`config.mk`:
```
export PLATFORM = sky130hd
export DESIGN_NAME = lphs_mod
export DESIGN_NICKNAME = d
export VERILOG_FILES = /design/src/sv/lphs_pkg.sv /design/src/sv/lphs_mod.sv
export SDC_FILE = /design/constraint.sdc
export NUM_CORES = 1
export LEC_CHECK = 0
export ABC_AREA = 1
export BUFFER_PORTS_ARGS = -buffer_cell sky130_fd_sc_hd__clkbuf_2
export CAP_MARGIN = 20
export CELL_PAD_IN_SITES_DETAIL_PLACEMENT = 1
export CELL_PAD_IN_SITES_GLOBAL_PLACEMENT = 2
export CORE_UTILIZATION = 30
export CTS_CLUSTER_DIAMETER = 30
export CTS_CLUSTER_SIZE = 40
export DETAILED_ROUTE_END_ITERATION = 16
export HOLD_SLACK_MARGIN = 0.02
export MAX_ROUTING_LAYER = met4
export PLACE_DENSITY = 0.85
export SETUP_SLACK_MARGIN = 0.02
export SLEW_MARGIN = 5
export SYNTH_ARGS = -nofsm -noshare
export SYNTH_HDL_FRONTEND = slang
export SYNTH_SLANG_ARGS = --single-unit
export TNS_END_PERCENT = 30
```
`constraint.sdc`:
```
create_clock -name clk_i -period 1.58 [get_ports clk_i]
set_input_delay 0 -clock clk_i [delete_from_list [all_inputs] [get_ports clk_i]]
set_output_delay 0 -clock clk_i [all_outputs]
set_load 0.02 [all_outputs]
```
`src/sv/lphs_pkg.sv`:
```
// Shared constants and types for the linear-probe hash set.
package lphs_pkg;

  // Table geometry.
  localparam int unsigned TABLE_DEPTH = 256;
  localparam int unsigned SLOT_W      = $clog2(TABLE_DEPTH);
  localparam int unsigned CAP_W       = $clog2(TABLE_DEPTH + 1);
  localparam int unsigned KEY_W       = 31;
  localparam int unsigned KCNT_W      = $clog2(KEY_W);

  // Configuration reset value: the whole table in use.
  localparam logic [CAP_W-1:0] CAP_RESET = CAP_W'(TABLE_DEPTH);

  // Operation codes.
  localparam logic OP_INSERT = 1'b0;
  localparam logic OP_SEARCH = 1'b1;

  // Result status codes.
  localparam logic [2:0] ST_INSERTED = 3'd0;
  localparam logic [2:0] ST_PRESENT  = 3'd1;
  localparam logic [2:0] ST_FULL     = 3'd2;
  localparam logic [2:0] ST_FOUND    = 3'd3;
  localparam logic [2:0] ST_MISSING  = 3'd4;

  // Access request from the probe controller to the slot table.
  typedef struct packed {
    logic              rd;
    logic              wr;
    logic [SLOT_W-1:0] addr;
    logic [KEY_W-1:0]  key;
  } tbl_req_t;

endpackage

```
`src/sv/lphs_mod.sv`:
```
// Bit-serial restoring unit that reduces a key modulo the capacity in use.
module lphs_mod
  import lphs_pkg::*;
(
  input  logic              clk_i,
  input  logic              rst_ni,
  input  logic              start_i,
  input  logic [KEY_W-1:0]  dividend_i,
  input  logic [CAP_W-1:0]  divisor_i,
  output logic              done_o,
  output logic [SLOT_W-1:0] rem_o
);

  logic              busy_q, busy_d;
  logic              done_q, done_d;
  logic [KCNT_W-1:0] cnt_q, cnt_d;
  logic [KEY_W-1:0]  dvd_q, dvd_d;
  logic [CAP_W-1:0]  dvs_q, dvs_d;
  logic [CAP_W-1:0]  rem_q, rem_d;
  logic [CAP_W:0]    trial;

  // One quotient bit per cycle: shift in the next dividend bit, subtract if it fits.
  always_comb begin
    busy_d = busy_q;
    done_d = 1'b0;
    cnt_d  = cnt_q;
    dvd_d  = dvd_q;
    dvs_d  = dvs_q;
    rem_d  = rem_q;
    trial  = {rem_q, dvd_q[KEY_W-1]};
    if (start_i) begin
      busy_d = 1'b1;
      cnt_d  = '0;
      dvd_d  = dividend_i;
      dvs_d  = divisor_i;
      rem_d  = '0;
    end else if (busy_q) begin
      if (trial >= {1'b0, dvs_q}) begin
        rem_d = CAP_W'(trial - {1'b0, dvs_q});
      end else begin
        rem_d = trial[CAP_W-1:0];
      end
      dvd_d = {dvd_q[KEY_W-2:0], 1'b0};
      cnt_d = cnt_q + KCNT_W'(1);
      if (cnt_q == KCNT_W'(KEY_W - 1)) begin
        busy_d = 1'b0;
        done_d = 1'b1;
      end
    end
  end

  // Control state.
  always_ff @(posedge clk_i or negedge rst_ni) begin
    if (!rst_ni) begin
      busy_q <= 1'b0;
      done_q <= 1'b0;
      cnt_q  <= '0;
    end else begin
      busy_q <= busy_d;
      done_q <= done_d;
      cnt_q  <= cnt_d;
    end
  end

  // Datapath registers.
  always_ff @(posedge clk_i) begin
    dvd_q <= dvd_d;
    dvs_q <= dvs_d;
    rem_q <= rem_d;
  end

  // The remainder is below the capacity, so it fits a slot index.
  assign done_o = done_q;
  assign rem_o  = rem_q[SLOT_W-1:0];

endmodule

```
==> out/results.ini, run 1 <==
[status]
status = finished, violations left
violations = negative setup slack

[cts]
cts_root_buffer = clkbuf_8
htree_levels = 2
clk_latency_ps = 310
cts_tree = built
ctsLongestPathBuffers = 2
clock-sinks = 56
cts_buffers = 5
clk_pin_slew_worst_paths_ps = 100

[synth]
ys_ff_latch = 56
yosys_warnings = 0
yosysTopAreaCellShare_pct = 41.5
syn-cell-area_mm2 = 0.00290
synth_area_leader_cell = edfxtp_1
synth.area.top_cells = edfxtp_1 (41%), nand2_1 (20%), dfxtp_1 (6.2%)
synthDistinctLibCells = 25
syn_avg_cell_area_um2 = 8.65
synthCells = 335
ys_seq_area_share_pct = 53.7
synth_fp_nets = 390

[global_routing]
grt_max_degree = 34
grt_pass1_vias = 2850
grt_pass1_wl_um = 13200
antenna_found_initial = 0
grt_overflow = 0
track_usage_pct = 17.2

[die]
die_h_um = 100
die-area_mm2 = 0.0101
rows = 35
ios = 52
fp.dieW_um = 100
coreArea_mm2 = 0.00928
initial_core_util_pct = 31.2

[run]
max_cap_violations = 0

[drt]
drt-total-wl_um = 7690
antenna_left = 0
vias_per_cell = 4.40
firstDrtPassIters = 4
wl_per_cell_um = 13.3
drcViolationCount = 0
vias = 2546
drt_iter0_drc = 121

[timing]
setup_violations = 9
finalHoldViolations = 0
slew_viol_final = 0
finClkSkew_ps = 3.24
period_needed_ps = 1700
clock.fmax_mhz = 589
setup_ws_ps = -118
slew_headroom_pct = 63.7
tns_ps = -1010
rsz0062_at_grt = true
max_slew.worst_pin.slew_ps = 543
finalCritPeriodShare_pct = 107

[setup_path]
worstPathRequired_ps = 1800
cp.arrival_ps = 1910
critPathMaxFanout = 6
worstSetupPathType = register to register
cp-end-kind = register
crit_path_start_kind = register

[finish]
syn_to_final_growth_pct = 41.4
fill_cells = 1121
layout-drive-gt1-share_pct = 25.6
n_antenna_cell = 0
post-route-util_pct = 44.1
nets = 503

[placement]
io_buffers = 51
dp_hpwl_um = 5000
place_congestion = 0.734

[min_path]
min_path_type = primary input to asynchronous set/reset pin

[power_and_ir_drop]
p_leak_nw = 2.05
powerDensity_mw_per_mm2 = 1230
ir_drop_uv = 364

-- worst max-delay path, cell delays in order (launching register included) --
cell      delay [ps]
edfxtp_1         390
inv_2             90
ha_4             120
inv_2             40
fa_2             360
nand2_2          110
nand3_4          120
nand2_8          130
nand3b_1         100
nand3_2           80
nand2_2           60
-- layout by cell type, fill, tap and decap left out, types with 4 or more instances in the layout --
| cell | synthesis | routed |
|---|---|---|
| clkbuf_2 | 0 | 51 |
| edfxtp_1 | 40 | 40 |
| ha_4 | 0 | 4 |
| dfxtp_1 | 9 | 9 |
| dlygate4sd3_1 | 0 | 41 |
| a21oi_1 | 7 | 7 |
| nand3_2 | 0 | 4 |
| clkbuf_8 | 0 | 5 |
| nand3b_1 | 6 | 6 |
| nor2_1 | 6 | 6 |
| nand2_1 | 152 | 146 |
| buf_4 | 10 | 27 |
| nand3_1 | 21 | 16 |
| ha_1 | 11 | 7 |
| inv_1 | 35 | 33 |
| nand2_2 | 4 | 10 |
| dfrtp_1 | 7 | 7 |
-- cell usage after synthesis --
| cell type | number |
|---|---|
| nand4_1 | 3 |
| nor3_1 | 3 |
| nor2_1 | 6 |
| nand2_8 | 1 |
| nand3b_1 | 6 |
| buf_4 | 10 |
| dfxtp_1 | 9 |
| clkbuf_1 | 6 |
| a21oi_1 | 7 |
| inv_1 | 35 |
| edfxtp_1 | 40 |
| or2_0 | 1 |
| nand2_2 | 4 |
| nand2_4 | 1 |
| and2_1 | 1 |
| dfrtp_1 | 7 |
| nor2_2 | 2 |
| o31ai_1 | 1 |
| buf_6 | 1 |
| nand2_1 | 152 |
| nand3_1 | 21 |
| fa_1 | 1 |
| xnor2_1 | 3 |
| ha_1 | 11 |
| o21ai_0 | 3 |
-- worst paths after layout --
path / from / cells after the start / endpoint / slack, ps
max: dvd_q[30] / 10 / rem_q[6] / -120
min: rst_ni / 2 / done_o / 60
max reg2reg: dvd_q[30] / 10 / rem_q[6] / -120
min reg2reg: rem_q[8] / 2 / rem_q[8] / 490
max in group asynchronous: rst_ni / 2 / cnt_q[3] / 1360
min in group clk_i: start_i / 2 / cnt_q[2] / 210
-- per-layer routing --
| layer | up-vias | global-route usage (%) | routed length (um) |
|---|---|---|---|
| li1 | 1291 | - | - |
| met1 | 1209 | 19.2 | 3200 |
| met2 | 41 | 32.4 | 4210 |
| met3 | 5 | 2.16 | 214 |
| met4 | 0 | 4.01 | 65 |
| met5 | - | - | 0 |
-- state kept, by name, indices dropped and copies added, names as in the netlist --
register and cells:
busy_q 1, cnt_q 5, done_o 1, dvd_q 31
dvs_q 9, rem_q 9
-- cell type report --
class	count	area (um2)	share of cell area, %
timing repair buffer	121	908	22.2
clock buffer	6	72.6	1.77
sequential	56	1560	38.0
tap	129	161	3.94
clock inverter	2	35.0	0.855
inverter	35	131	3.21
multi-input combinational	229	1230	30.1
-- through the flow --
stage	worst slack [ps]	instances	power (mW)	hold WS, ps	instance area [um2]
2_1_floorplan	10.5	335	3.15	-296	2910
3_3_place_gp	-119	524	3.76	-152	3430
3_5_place_dp	-197	524	3.82	-154	3430
4_1_cts	-144	578	5.02	47.4	4060
5_1_grt	-251	578	5.42	73.4	4100
6_report	-118	578	5.05	56.4	4100
-- power breakdown --
part / internal, mW / switching (mW) / total, mW
sequential: 1.77 / 0.106 / 1.87
combinational: 1.02 / 1.21 / 2.23
clock: 0.472 / 0.481 / 0.953
-- cells by family (layout without fill, tap and decap cells) --
family	after synthesis	after routing	synth area share, %
xor+xnor	3	3	0.907
simple gates	201	203	29.6
flops	56	56	53.7
buf+inv	52	164	8.29
compound gates	11	11	1.99
fa+ha+maj	12	12	5.44
-- what timing repair did --
item / in CTS / in global routing
hold buffers: 41 / 0
endpoints found under the hold margin: 47 / 0
cloned: 2 / 0
pin swaps: 10 / 7
setup buffers: 3 / 0
gates resized for setup: 13 / 6
endpoints found under the setup margin: 9 / 9
Note: power is estimated with default switching activity, not from simulation.
==> run 2, diff against run 1 <==
- ABC_AREA: 1 -> not set
- CORE_UTILIZATION: 30 -> 33
- PLACE_DENSITY: 0.85 -> 0.83
==> out/results.ini, run 2 <==
[status]
status = finished, violations left
violations = negative setup slack

[timing]
setup_ws_ps = -652  ; -533 ps
max_slew.worst_pin.slew_ps = 455  ; -88.0 ps
finalHoldViolations = 0  ; unchanged
setup_violations = 9  ; unchanged
rsz0062_at_grt = true
tns_ps = -5430  ; -4430 ps
period_needed_ps = 2230  ; +533 ps
finClkSkew_ps = 11.6  ; +8.41 ps
slew_headroom_pct = 69.6  ; +5.9 points
slew_viol_final = 0  ; unchanged
finalCritPeriodShare_pct = 141  ; +34 points
clock.fmax_mhz = 448  ; -24%

[synth]
ys_seq_area_share_pct = 55.0  ; +1.2 points
syn_avg_cell_area_um2 = 12.8  ; +48%
async_flop_share_pct = 12.5  ; unchanged
synth_area_leader_cell = edfxtp_1
synth_common_cells = edfxtp_1 (40), mux2_2 (31), nor2_1 (20)
yosys_warnings = 0  ; unchanged
syn-cell-area_mm2 = 0.00283  ; -2.2%
synthCells = 222  ; -34%
yosysTopAreaCellShare_pct = 42.4  ; +0.95 points
ys_ff_latch = 56  ; unchanged
yosysMostFrequentCell = edfxtp_1
synthDistinctLibCells = 41  ; +64%
synth_top_flop_cell = edfxtp_1
synth_edf_count = 40  ; unchanged
synth_fp_nets = 277  ; -29%
synth.area.top_cells = edfxtp_1 (42%), mux2_2 (12%), dfxtp_1 (6.4%)

[drt]
wl_per_cell_um = 14.7  ; +11%
drcViolationCount = 0  ; unchanged
firstDrtPassIters = 4  ; unchanged
vias = 2112  ; -17%
vias_per_cell = 4.68  ; +6.3%
drt_iter0_drc = 81  ; -33%
antenna_left = 0  ; unchanged
drt-total-wl_um = 6640  ; -14%

[die]
coreArea_mm2 = 0.00826  ; -11%
fp.dieW_um = 94.6  ; -5.6%
die_h_um = 94.6  ; -5.6%
ios = 52  ; unchanged
initial_core_util_pct = 34.3  ; +3.1 points
die-area_mm2 = 0.00895  ; -11%
rows = 33  ; -5.7%

[setup_path]
worstPathRequired_ps = 1820  ; +20 ps
crit_path_start_kind = register
cp-end-kind = register
worstSetupPathType = register to register
cp.arrival_ps = 2470  ; +560 ps
crit_start = dvd_q[30]
critPathMaxFanout = 4  ; -2
r2r_start = dvd_q[30]

[power_and_ir_drop]
finalPower_mw = 5.16  ; +2.0%
swShare_pct = 33.8  ; -1.7 points
clockPowerShare_pct = 16.7  ; -2.2 points
p_leak_nw = 1.76  ; -14%
p_int_mw = 3.42  ; +4.8%
comb_power_share_pct = 46.6  ; +2.6 points
powerDensity_mw_per_mm2 = 1280  ; +4.0%
switchingPower_mw = 1.74  ; -2.9%
pwr-share-seq_pct = 36.6  ; -0.5 points
ir_drop_uv = 454  ; +25%

[finish]
post-route-util_pct = 48.7  ; +4.5 points
fill_cells = 884  ; -21%
regMostFlops = dvd_q
final_cell_mix = clkbuf_2 (51), dlygate4sd3_1 (41), edfxtp_1 (40), buf_4 (39), mux2_2 (31)
layout_commonest_cell = clkbuf_2
largest_reg_flops = 31  ; unchanged
layout-drive-gt1-share_pct = 42.5  ; +17 points
final_area_mm2 = 0.00402  ; -1.9%
syn_to_final_growth_pct = 41.9
nets = 400  ; -20%
n_antenna_cell = 0  ; unchanged
top_regs = dvd_q x31, dvs_q x9, rem_q x9

[global_routing]
grt_overflow = 0  ; unchanged
antenna_found_initial = 0  ; unchanged
grt_pass1_wl_um = 10600  ; -19%
grt_max_degree = 32  ; -5.9%
track_usage_pct = 16.1  ; -1.1 points
grt_pass1_vias = 2249  ; -21%

[cts]
htree_levels = 2  ; unchanged
clk_latency_ps = 320  ; about the same
cts_root_buffer = clkbuf_8
clk_pin_slew_worst_paths_ps = 110  ; about the same
cts_buffers = 5  ; unchanged
ctsLongestPathBuffers = 2  ; unchanged
clock-sinks = 56  ; unchanged
cts_tree = built

[placement]
place_congestion = 0.774  ; +5.5%
dpl_cell_area_mm2 = 0.00341  ; -0.62%
dp_hpwl_um = 4450  ; -11%
io_buffers = 51  ; unchanged
place_ws_ps = -708  ; -511 ps

[min_path]
min_path_type = primary input to asynchronous set/reset pin

[run]
max_cap_violations = 0  ; unchanged

==> run 2: changes by cell type after synthesis, sizes merged, moves of 3 or more <==
| cell | previous run | this run |
|---|---|---|
| nor2 | 8 | 20 |
| nand3b | 6 | 2 |
| mux2 | 0 | 31 |
| a211oi | 0 | 7 |
| nand2 | 158 | 8 |
| mux2i | 0 | 7 |
| inv | 35 | 12 |
| nand2b | 0 | 3 |
| o211ai | 0 | 4 |
| a311oi | 0 | 4 |
| nor3 | 3 | 0 |
| nand3 | 21 | 4 |
| xor2 | 0 | 5 |
==> run 2: worst max-delay path, stage by stage (launching register included) <==
cell	delay, ps
edfxtp_1	400
inv_1	80
ha_2	180
inv_2	40
fa_2	360
a211oi_4	290
o211ai_1	120
o211a_1	150
or3_4	330
a311oi_2	220
==> run 2: path summary, 6_finish.rpt <==
check	end	slack, ps	cells past startpoint
setup / recovery	rem_q[8]	-650	9
hold / removal	cnt_q[2]	30	2
setup reg to reg	rem_q[8]	-650	9
hold reg to reg	rem_q[8]	550	2
max in group asynchronous	busy_q	1380	2
min in group clk_i	dvs_q[0]	120	1
==> run 2: cell families after synthesis <==
| family | share of synthesized area, % |
|---|---|
| AOI/OAI and AO/OA | 7.95 |
| and+or+nand+nor | 9.01 |
| xor gates and xnor gates | 2.47 |
| muxes | 14.8 |
| buffers and inverters | 5.21 |
| DFF | 55.0 |
| adders and majority gates | 5.57 |
==> run 2: layout make-up <==
| type | instances | area (um2) | area share, % |
|---|---|---|---|
| Tap cell | 105 | 131 | 3.27 |
| Inverter | 12 | 45.0 | 1.12 |
| Multi-Input combinational cell | 136 | 1180 | 29.4 |
| Sequential cell | 56 | 1560 | 38.7 |
| Clock inverter | 3 | 25.0 | 0.623 |
| Clock buffer | 5 | 68.8 | 1.71 |
| Timing Repair Buffer | 134 | 1010 | 25.1 |
==> run 2: stage by stage <==
stage | hold slack (ps) | std cells
6_report | 34.7 | 451
5_1_grt | 44.3 | 451
4_1_cts | 31.5 | 447
3_5_place_dp | -150 | 395
3_3_place_gp | -150 | 395
2_1_floorplan | -296 | 222
==> run 2: routing by layer <==
layer	GRT usage, %	vias up	part of all wire [%]
met5	-	-	0
met2	28.7	40	54
li1	-	1049	-
met1	18.3	1018	42
met3	3.62	5	3.7
met4	3.79	0	0.68
==> run 2: power groups by stage <==
stage | combinational [mW] | clock [mW] | sequential, mW
after floorplan | 1.28 | 0 | 1.92
after global placement | 1.99 | 0 | 1.92
after detailed placement | 2.03 | 0 | 1.92
after CTS | 2.27 | 0.872 | 1.89
after global routing | 2.61 | 0.915 | 1.92
final | 2.40 | 0.864 | 1.89
==> run 2: what timing repair did <==
action	CTS	global route
hold buffers	41	0
resized for setup	7	4
setup endpoints to repair	9	9
buffers inserted	3	4
pin swaps	9	4
hold endpoints to repair	47	0
